<file path="src/tfpc_pkg.sv">
// shared types, constants and status codes of the tdm frame pattern checker
package tfpc_pkg;

  // default frame length in slots
  localparam int FRAME_BYTES_DEF = 64;

  // configuration port geometry
  localparam int CFG_DW = 32;
  localparam int CFG_AW = 3;
  localparam logic [CFG_AW-3:0] REG_PATTERN_STEP = 1'b0;

  localparam logic [7:0]  STEP_RESET = 8'd13;
  localparam logic [15:0] TOTAL_MAX  = 16'hFFFF;

  // per-byte check status codes
  localparam logic [2:0] ST_OK         = 3'd0;
  localparam logic [2:0] ST_SLOT0_BAD  = 3'd1;
  localparam logic [2:0] ST_HIGH_RESYN = 3'd2;
  localparam logic [2:0] ST_LOW_RESYN  = 3'd3;
  localparam logic [2:0] ST_PAYLOAD    = 3'd4;

  typedef struct packed {
    logic [2:0]  check_status;
    logic [7:0]  expected_byte;
    logic [5:0]  slot_index;
    logic [15:0] frame_number;
    logic [15:0] skip_count;
    logic [15:0] error_count;
  } tfpc_result_t;

  function automatic logic [15:0] sat_inc(input logic [15:0] v);
    sat_inc = (v == TOTAL_MAX) ? TOTAL_MAX : v + 16'd1;
  endfunction

endpackage

</file>
<file path="src/tfpc_core.sv">
// frame state and per-byte check logic of the tdm frame pattern checker
module tfpc_core import tfpc_pkg::*; #(
  parameter int FRAME_BYTES = FRAME_BYTES_DEF
) (
  input  logic         clk,
  input  logic         rst_n,
  input  logic         advance,
  input  logic [7:0]   rx_byte,
  input  logic [7:0]   pattern_step,
  output tfpc_result_t result
);

  localparam int SLOT_W = $clog2(FRAME_BYTES);
  localparam logic [SLOT_W-1:0] SLOT_LAST = SLOT_W'(FRAME_BYTES - 1);

  logic [SLOT_W-1:0] slot_r, slot_nxt;
  logic [15:0]       ctr_r, ctr_nxt;
  logic [15:0]       skip_r, skip_nxt;
  logic [15:0]       err_r, err_nxt;
  logic [7:0]        slot_b;
  logic [7:0]        prod;
  logic [7:0]        expect_b;
  logic [2:0]        status;

  assign slot_b = 8'(slot_r);
  assign prod   = slot_b * pattern_step;

  always_comb begin
    ctr_nxt  = ctr_r;
    skip_nxt = skip_r;
    err_nxt  = err_r;
    status   = ST_OK;
    case (slot_b)
      8'd0: begin
        expect_b = 8'd0;
        if (rx_byte != 8'd0) begin
          status  = ST_SLOT0_BAD;
          err_nxt = sat_inc(err_r);
        end else begin
          ctr_nxt = ctr_r + 16'd1;
        end
      end
      8'd1: begin
        expect_b = ctr_r[15:8];
        if (rx_byte != expect_b) begin
          status   = ST_HIGH_RESYN;
          ctr_nxt  = {rx_byte, ctr_r[7:0]};
          skip_nxt = sat_inc(skip_r);
        end
      end
      8'd2: begin
        expect_b = ctr_r[7:0];
        if (rx_byte != expect_b) begin
          status   = ST_LOW_RESYN;
          ctr_nxt  = {ctr_r[15:8], rx_byte};
          skip_nxt = sat_inc(skip_r);
        end
      end
      default: begin
        expect_b = prod + ctr_r[7:0];
        if (rx_byte != expect_b) begin
          status  = ST_PAYLOAD;
          err_nxt = sat_inc(err_r);
        end
      end
    endcase
    slot_nxt = (slot_r == SLOT_LAST) ? '0 : slot_r + SLOT_W'(1);
  end

  always_ff @(posedge clk) begin
    if (!rst_n) begin
      slot_r <= '0;
      ctr_r  <= '0;
      skip_r <= '0;
      err_r  <= '0;
    end else if (advance) begin
      slot_r <= slot_nxt;
      ctr_r  <= ctr_nxt;
      skip_r <= skip_nxt;
      err_r  <= err_nxt;
    end
  end

  assign result.check_status  = status;
  assign result.expected_byte = expect_b;
  assign result.slot_index    = slot_b[5:0];
  assign result.frame_number  = ctr_nxt;
  assign result.skip_count    = skip_nxt;
  assign result.error_count   = err_nxt;

endmodule
</file>
<file path="config.mk">
export PLATFORM = sky130hd
export DESIGN_NAME = tfpc_core
export DESIGN_NICKNAME = d
export VERILOG_FILES = /design/src/tfpc_pkg.sv /design/src/tfpc_core.sv
export SDC_FILE = /design/constraint.sdc
export NUM_CORES = 1
export LEC_CHECK = 0
export ABC_AREA = 1
export BUFFER_PORTS_ARGS = -buffer_cell sky130_fd_sc_hd__buf_2
export CAP_MARGIN = 20
export CORE_UTILIZATION = 39
export CTS_CLUSTER_DIAMETER = 100
export DETAILED_ROUTE_END_ITERATION = 8
export PLACE_DENSITY = 0.59
export SLEW_MARGIN = 20
export SYNTH_ARGS = -nofsm -noshare
export SYNTH_HDL_FRONTEND = slang
export SYNTH_SLANG_ARGS = --single-unit
export TNS_END_PERCENT = 10
</file>
<file path="constraint.sdc">
create_clock -name clk -period 13 [get_ports clk]
set_input_delay 0.65 -clock clk [delete_from_list [all_inputs] [get_ports clk]]
set_output_delay 0.65 -clock clk [all_outputs]
set_load 0.02 [all_outputs]
</file>
# Word level (Yosys, flattened, before mapping)
# Cells that the tools add are included.
# W data, S select, Z words.
dict set report totals {
  regBits 54
  mem_bits_rw 0
  latchBits 0
  elab_cells 40
  n_memories 0
  rom_bits 0
  out_inout_bits 65
}
dict set report op_classes {
  n_bitwise 0
  div 0
  add_sub_neg 5
  eq_ne 8
  n_mux 19
  n_reduce_logical 3
  n_mul 1
  n_lt_le_gt_ge 0
  shifts 0
}
# op count
set ops {}
lappend ops {{$mux W16} 8}
lappend ops {{$pmux W16 S2} 2}
lappend ops {{$add A16 B1 Y16 const B} 3}
lappend ops {{$pmux W16 S3} 1}
lappend ops {{$eq A16 B16 Y1 const B} 2}
lappend ops {{$ne A8 B8 Y1} 3}
lappend ops {{$pmux W8 S3} 1}
lappend ops {{$pmux W3 S3} 1}
lappend ops {{$add A8 B8 Y8} 1}
lappend ops {{$logic_not A8 Y1} 1}
lappend ops {{$mul A6 B8 Y8} 1}
lappend ops {{$mux W8} 1}
lappend ops {{$reduce_bool A8 Y1} 1}
lappend ops {{$add A6 B1 Y6 const B} 1}
lappend ops {{$eq A6 B1 Y1 const B} 1}
lappend ops {{$eq A6 B2 Y1 const B} 1}
lappend ops {{$eq A6 B6 Y1 const B} 1}
lappend ops {{$mux W6} 1}
lappend ops {{$mux W2} 2}
lappend ops {{$mux W3} 1}
lappend ops {{$reduce_or A2 Y1} 1}
lappend ops {{$mux W1} 1}

# Logic depth before layout (Yosys ltp)
# Gate-level depths: netlist (run 1).
dict set report depth {
  ltp_word 5
  mapped_depth 26
  mapped_depth_nobuf 24
}

# Least setup slack after synthesis (run 1)
# Ideal clock, no wire load.
dict set report synth_timing {
  kind {input -> output}
  from {in pattern_step[0]}
  to {out result[5] (netlist name)}
  stages 18
  arrival_time_ns 4.450
  slack_ns 7.900
  path_cell_list {nand2_1 fa_1 fa_1 fa_1 inv_1 fa_1 ha_1 nand2_1 or2_1 nand4_1 and2_1 nor2_4 nor2_8 nand3_4 buf_8 nand2_2 nand3_2 nand2_1}
}
# element line
set synth_lines {}
lappend synth_lines {{from (decl)} tfpc_core.sv:9} ;# input logic [7:0] pattern_step,
lappend synth_lines {{to (decl)} tfpc_core.sv:10} ;# output tfpc_result_t result

==> metrics.csv, run 1 <==
stage;metric;value;unit
timing;Slew Limit Headroom;0.5135;
floorplanning;num ports;84;
clock_tree;CTS buffer count;5;
floorplanning;die extent in x;130.0;um
clock_tree;CTS tree;yes;
timing;final slew viol count;0;
drt;Avg WL per Cell;14.80;um
yosys;Synth area leaders;dfxtp_1, nand2_1, inv_1;
grt;Tot GR Track Use;0.2325;
worst_setup_path;CP Capture Type;output pin;
layout;Layout area overhead;9.675;%
yosys;most frequently used flop master after synthesis;dfxtp_1;
drt;drt drc;0;
worst_hold_path;Hold Path End;skip_r[6]$_SDFFE_PN0P_;
grt;gr busiest metal;met2;
clock_tree;Hold Buf Count CTS;0;
grt;first-pass GRT wire length;30970;um
power;maximum vdd drop;0.05429;mV
timing;worst slew pin tran;0.7298;ns
drt;vias per cell;5.152;
yosys;yosys warns;0;
worst_setup_path;WP data arrival;5.44;ns
layout;final net count;1115;
drt;final antenna-violating net count;0;
worst_setup_path;WP buf/inv;4;
yosys;FF+latch count, synth;54;
placement;port bufs;83;
yosys;Post-synth EDFFs;0;
clock_tree;worst-skew pair later-pin latency;0.31;ns
drt;Initial DRC Count;431;
grt;vias in the first global route;6017;
grt;M1 GR Usage;0.3367;
clock_tree;# Post-CTS Setup Buffers;0;
worst_setup_path;critical-path cell list;nand2_1 > fa_1 > inv_1 > ha_1 > inv_1 > fa_1 > inv_1 > fa_1 > ha_1 > a21oi_1 > nand2_1 > xnor2_1 > nor2_1 > nor2_1 > nand3_2 > nor2_8 > nand3_4 > nand2_2 > nand3_2 > nand2_1 > buf_2;
clock_tree;H-tree Lvls;2;
floorplanning;die area;16900;um2
run_status;status;finished clean;
clock_tree;CTS root buf;clkbuf_16;
placement;DP Area;6838;um2
placement;Routability Congestion;0.8887;
layout;Filler cells;1744;
worst_setup_path;slowest CP cell;dfxtp_1;
worst_setup_path;Crit path largest cell delay;0.68;ns
layout;fin util;0.4395;
yosys;post-synth top area share;0.1692;
timing;final hold vios;0;
clock_tree;Post-CTS Resized;0;
yosys;register area share after synthesis;0.1692;
floorplanning;die height;130.0;um
timing;Setup violations, final;0;
yosys;post-synthesis cell type count;54;
worst_setup_path;reg2reg start;slot_r[2]$_SDFFE_PN0P_;
grt;largest net degree at the start of global routing;41;
yosys;Syn Inst Count;1001;
clock_tree;clock tree buffer depth;2;
floorplanning;Initial Util;0.4007;
layout;most frequent cells in the layout;nand2_1, inv_1, buf_2;
placement;post-DP HPWL;14120;um
worst_hold_path;Hold WC Path Type;reg -> reg;
timing;crit share post-route;0.4684;
worst_setup_path;crit-path leading delay family;adder cells;
grt;GR Overflow Total;0;
yosys;Mapped Area;6389;um2
yosys;Synth area leader;dfxtp_1;
clock_tree;clk slew on worst S/H paths;0.07;ns
flow_run;MaxCap Viol Count;0;
timing;post-layout min period;6.089;ns
power;Final Total Pwr;628.5;uW
timing;Fmax achieved;164.2;MHz
worst_setup_path;CP startpoint kind;register;
worst_setup_path;crit-path max FO;17;
layout;cell area after layout;7007;um2
grt;GR Layer Usage met3;0.02993;
power;Pleak;3.537;nW
power;PD cells;89.70;nW/um2
drt;DRT Wirelength;18840;um
worst_setup_path;critical path required time;12.35;ns
worst_setup_path;critical path class;reg -> out;
floorplanning;Cell Rows;46;
timing;Fin Clk Skew;0.007105;ns
drt;total number of vias;6559;
yosys;Synth Area per Inst;6.382;um2
timing;Hold WS;0.5175;ns
worst_setup_path;worst reg2reg path depth;22;
yosys;Async SR Flop Fraction;0;
layout;Antenna diodes;0;
layout;most common cell after layout, fill and taps aside;nand2_1;
yosys;syn_nets;1059;
worst_hold_path;hold path start;skip_r[6]$_SDFFE_PN0P_;
timing;RSZ-0062 raised after global routing;false;
worst_setup_path;RR Endpoint;err_r[13]$_SDFFE_PN0P_;
floorplanning;Core ar.;15940;um2
grt;Global Route met2 Usage;0.3655;
worst_hold_path;Hold Path Stages;2;
timing;Setup TNS Final;0;ns
drt;drt pass-1 iters;5;
layout;share of layout cells above drive strength 1;0.2034;
clock_tree;TritonCTS Sinks;54;
worst_setup_path;reg-to-reg setup timing slack;7.86;ns
grt;initial antenna violation count;0;
## logic make-up (layout without fill, tap and decap cells)
logic type / Yosys count / count (layout) / share of synthesized area
AOI/OAI and AO/OA: 184 / 184 / 0.1692
xor gates and xnor gates: 17 / 17 / 0.02331
adders and majority gates: 39 / 39 / 0.09636
buffers and inverters: 224 / 280 / 0.1524
DFF: 54 / 54 / 0.1692
and+or+nand+nor: 483 / 483 / 0.3895
## metrics by stage
stage | setup WS, ns | instances
after CTS | 6.884 | 1273
after global placement | 7.220 | 1266
after global routing | 6.504 | 1273
after detailed placement | 7.134 | 1266
final | 6.911 | 1273
after floorplan | 7.900 | 1001
## sequential cells by signal, summed over array words and instances, names as in the netlist
signal and count:
ctr_r 16, slot_r 6, err_r 16, skip_r 16
## power breakdown
part | switching [mW] | internal, mW
clock | 0.0665 | 0.0954
sequential | 0.0176 | 0.178
combinational | 0.187 | 0.0848
## metal layers
layer / vias up / share of wire
li1: 3373 / -
met1: 2971 / 0.50
met2: 194 / 0.43
met3: 21 / 0.056
met4: 0 / 0.013
met5: - / 0
## area by class of cell
| class | instances | area, um2 | share of cell area |
|---|---|---|---|
| clock buffer | 6 | 138.9 | 0.01982 |
| inverter | 187 | 714.4 | 0.1020 |
| sequential | 54 | 1081 | 0.1543 |
| timing repair buffer | 86 | 437.9 | 0.06250 |
| multi-input combinational | 723 | 4334 | 0.6186 |
| clock inverter | 1 | 30.03 | 0.004286 |
| tap | 216 | 270.3 | 0.03857 |
## worst min-delay path: stages (launching register included)
cell and delay (ns):
dfxtp_1 0.34, inv_1 0.07, a211oi_1 0.06
## Yosys cell counts (3+ instances only)
| library cell | instances |
|---|---|
| nor2_1 | 59 |
| clkinv_1 | 3 |
| xnor2_1 | 3 |
| ha_1 | 22 |
| o21ai_1 | 39 |
| nor3_2 | 6 |
| buf_1 | 3 |
| nand2_1 | 231 |
| o221ai_1 | 15 |
| nand3_1 | 67 |
| buf_4 | 7 |
| buf_2 | 6 |
| a22oi_1 | 4 |
| xor2_1 | 14 |
| nand3_2 | 41 |
| nor2_4 | 6 |
| a211oi_1 | 6 |
| o2111ai_1 | 3 |
| o22ai_1 | 9 |
| nand2_4 | 6 |
| nor3_1 | 10 |
| inv_2 | 25 |
| dfxtp_1 | 54 |
| inv_1 | 157 |
| nand2_2 | 23 |
| fa_1 | 17 |
| a31oi_1 | 4 |
| clkbuf_8 | 3 |
| a21oi_1 | 65 |
| buf_6 | 3 |
| nand4_1 | 18 |
| nor4_1 | 4 |
| clkbuf_1 | 12 |
| o211ai_1 | 4 |
| o21ai_0 | 27 |
## how the worst max path moves through the flow
stage	startpoint	end	slack, ns	cells after the start
floorplan	pattern_step[0]	result[5]	7.90	18
global placement	pattern_step[2]	result[15]	7.22	22
detailed placement	pattern_step[2]	result[15]	7.13	22
CTS	slot_r[2]$_SDFFE_PN0P_	result[15]	6.88	21
global route	slot_r[2]$_SDFFE_PN0P_	result[10]	6.50	21
finish	slot_r[2]$_SDFFE_PN0P_	result[15]	6.91	21
(Power assumes the default switching activity.)
==> run 2, diff against run 1 <==
--- a/config.mk
+++ b/config.mk
@@ -11,7 +11,7 @@
 export CORE_UTILIZATION = 39
 export CTS_CLUSTER_DIAMETER = 100
 export DETAILED_ROUTE_END_ITERATION = 8
-export PLACE_DENSITY = 0.59
+export PLACE_DENSITY = 0.61
 export SLEW_MARGIN = 20
 export SYNTH_ARGS = -nofsm -noshare
 export SYNTH_HDL_FRONTEND = slang
==> constraint.sdc (replaced) <==
create_clock -name clk -period 5.5 [get_ports clk]
set_input_delay 0.275 -clock clk [delete_from_list [all_inputs] [get_ports clk]]
set_output_delay 0.275 -clock clk [all_outputs]
set_load 0.02 [all_outputs]
==> metrics.csv, run 2 (synthesized netlist as in run 1, its figures left out) <==
stage;metric;value;unit;change
clock_tree;clock tree buffer depth;2;;unchanged
timing;RSZ-0062 raised after global routing;false;;
floorplanning;die extent in x;130.0;um;unchanged
worst_hold_path;hold path start;rst_n;;
worst_setup_path;crit-path leading delay family;adder cells;;
drt;total number of vias;6640;;+1.2%
layout;Antenna diodes;0;;unchanged
placement;DP Cell Count;1272;;+0.47%
clock_tree;CTS buffer count;5;;unchanged
floorplanning;Initial Util;0.4007;;unchanged
timing;post-layout min period;5.127;ns;
worst_setup_path;slowest CP cell;fa_1;;
worst_setup_path;WP data arrival;4.85;ns;-0.59 ns
worst_setup_path;Critical Path Start;slot_r[2]$_SDFFE_PN0P_;;
layout;most common cell after layout, fill and taps aside;nand2_1;;
worst_setup_path;critical path class;reg -> out;;
run_status;status;finished clean;;
worst_setup_path;crit-path max FO;16;;-1
placement;Placement Setup Slack;0.5779;ns;-6.556 ns
worst_hold_path;Hold WC Path Type;in -> reg;;
timing;final slew viol count;0;;unchanged
grt;vias in the first global route;6102;;+1.4%
placement;port bufs;83;;unchanged
worst_setup_path;Crit path largest cell delay;0.58;ns;-0.10 ns
timing;final hold vios;0;;unchanged
layout;Layout area overhead;10.07;%;
layout;fin cells;1280;;+0.55%
grt;largest net degree at the start of global routing;47;;+15%
drt;Initial DRC Count;406;;-5.8%
floorplanning;num ports;84;;unchanged
flow_run;MaxCap Viol Count;0;;unchanged
clock_tree;H-tree Lvls;2;;unchanged
timing;worst slew pin tran;0.7644;ns;+0.03461 ns
clock_tree;worst-skew pair later-pin latency;0.31;ns;about the same
timing;Hold WS;0.2771;ns;-0.2404 ns
floorplanning;Cell Rows;46;;unchanged
worst_setup_path;WP buf/inv;5;;+1
clock_tree;Hold Buf Count CTS;0;;unchanged
drt;final antenna-violating net count;0;;unchanged
worst_hold_path;Hold Path Stages;3;;+1
drt;drt drc;0;;unchanged
grt;GR Overflow Total;0;;unchanged
layout;final net count;1121;;+0.54%
timing;Fin Clk Skew;0.007712;ns;+0.0006066 ns
clock_tree;TritonCTS Sinks;54;;unchanged
floorplanning;Core ar.;15940;um2;unchanged
clock_tree;clk slew on worst S/H paths;0.07;ns;about the same
timing;Fmax achieved;195.1;MHz;
timing;crit share post-route;0.9321;;
layout;fin util;0.4411;;+0.001570
worst_setup_path;critical-path cell list;buf_4 > nand2_1 > fa_1 > fa_1 > fa_1 > inv_1 > fa_1 > ha_1 > inv_1 > nand4_1 > and2_1 > nor2_4 > nor2_8 > buf_4 > nand3_1 > nand3_1 > nand2_1 > buf_2;;
drt;drt pass-1 iters;5;;unchanged
worst_setup_path;CP Capture Type;output pin;;
drt;Avg WL per Cell;14.94;um;+0.94%
drt;DRT Wirelength;19120;um;+1.5%
worst_setup_path;RR Endpoint;err_r[13]$_SDFFE_PN0P_;;
worst_setup_path;reg2reg start;slot_r[2]$_SDFFE_PN0P_;;
power;maximum vdd drop;0.1318;mV;+140%
timing;worst setup margin;0.3734;ns;-6.537 ns
placement;Routability Congestion;0.8779;;-1.2%
power;PD cells;205.6;nW/um2;+130%
timing;Setup violations, final;0;;unchanged
grt;first-pass GRT wire length;31560;um;+1.9%
layout;top flop regs;ctr_r: 16 flops, err_r: 16 flops, skip_r: 16 flops;;
worst_setup_path;CP startpoint kind;register;;
layout;share of layout cells above drive strength 1;0.2086;;+0.005241
worst_setup_path;reg-to-reg setup timing slack;0.88;ns;-6.98 ns
layout;most frequent cells in the layout;nand2_1, inv_1, buf_2;;
floorplanning;die area;16900;um2;unchanged
worst_setup_path;Crit path top cell by count;fa_1;;
worst_setup_path;critical path required time;5.22;ns;-7.13 ns
power;Pleak;3.561;nW;+0.67%
drt;vias per cell;5.188;;+0.68%
worst_hold_path;Hold Path End;slot_r[2]$_SDFFE_PN0P_;;
placement;post-DP HPWL;14320;um;+1.4%
timing;Slew Limit Headroom;0.4876;;-0.02585
clock_tree;CTS tree;yes;;
timing;Setup TNS Final;0;ns;unchanged
grt;initial antenna violation count;0;;unchanged
grt;Tot GR Track Use;0.2367;;+0.004152
clock_tree;CTS root buf;clkbuf_16;;
worst_setup_path;worst reg2reg path depth;19;;-14%
floorplanning;die height;130.0;um;unchanged
[run 2: what timing repair did]
action	CTS	global route
setup endpoints to repair	0	16
setup buffers	0	0
gates resized for setup	0	1
[run 2: metrics by stage]
stage          instance area [um2]  power, mW
3_5_place_dp                  6883      1.109
6_report                      7032      1.446
3_3_place_gp                  6883      1.105
5_1_grt                       7032      1.543
4_1_cts                       7030      1.453
2_1_floorplan                 6389     0.9416
[run 2: power breakdown]
part           total, mW  switching, mW  internal, mW
clock network      0.341          0.159         0.182
registers          0.459         0.0385         0.420
logic              0.647          0.445         0.201
total               1.45          0.643         0.803
[run 2: final cells by class]
cell class | count | area [um2]
tap | 216 | 270.3
fill | 1718 | 8911
timing repair buffer | 92 | 483.0
clock buffer | 7 | 142.6
multi-input combinational | 723 | 4334
sequential | 54 | 1082
clock inverter | 1 | 5.005
inverter | 187 | 714.4
[run 2: layer usage]
| layer | track usage | routed length (um) | share of wire |
|---|---|---|---|
| met1 | 0.3446 | 9371 | 0.49 |
| met2 | 0.3746 | 8522 | 0.45 |
| met3 | 0.03198 | 1065 | 0.056 |
| met4 | 0.03967 | 163 | 0.0085 |
| met5 | 0 | 0 | 0 |
[run 2: how the worst max path moves through the flow]
stage | cells after the start | end | slack (ns)
after global routing | 22 | result[8] | 0.04
after global placement | 18 | result[10] | 0.68
final | 18 | result[14] | 0.37
after detailed placement | 21 | result[10] | 0.58
after floorplan | 18 | result[5] | 0.80
after CTS | 21 | result[10] | 0.24
[run 2: worst register-to-register path, stage by stage (launching register included)]
cell and delay (ns):
dfxtp_1 0.43, buf_4 0.21, nand2_1 0.09, fa_1 0.58
fa_1 0.45, fa_1 0.58, inv_1 0.06, fa_1 0.45
ha_1 0.38, inv_1 0.06, nand4_1 0.10, and2_1 0.21
nor2_4 0.06, nor2_8 0.13, buf_4 0.29, nand3_1 0.12
nand3_1 0.12, nand3_1 0.07, nand2_1 0.11, inv_1 0.04
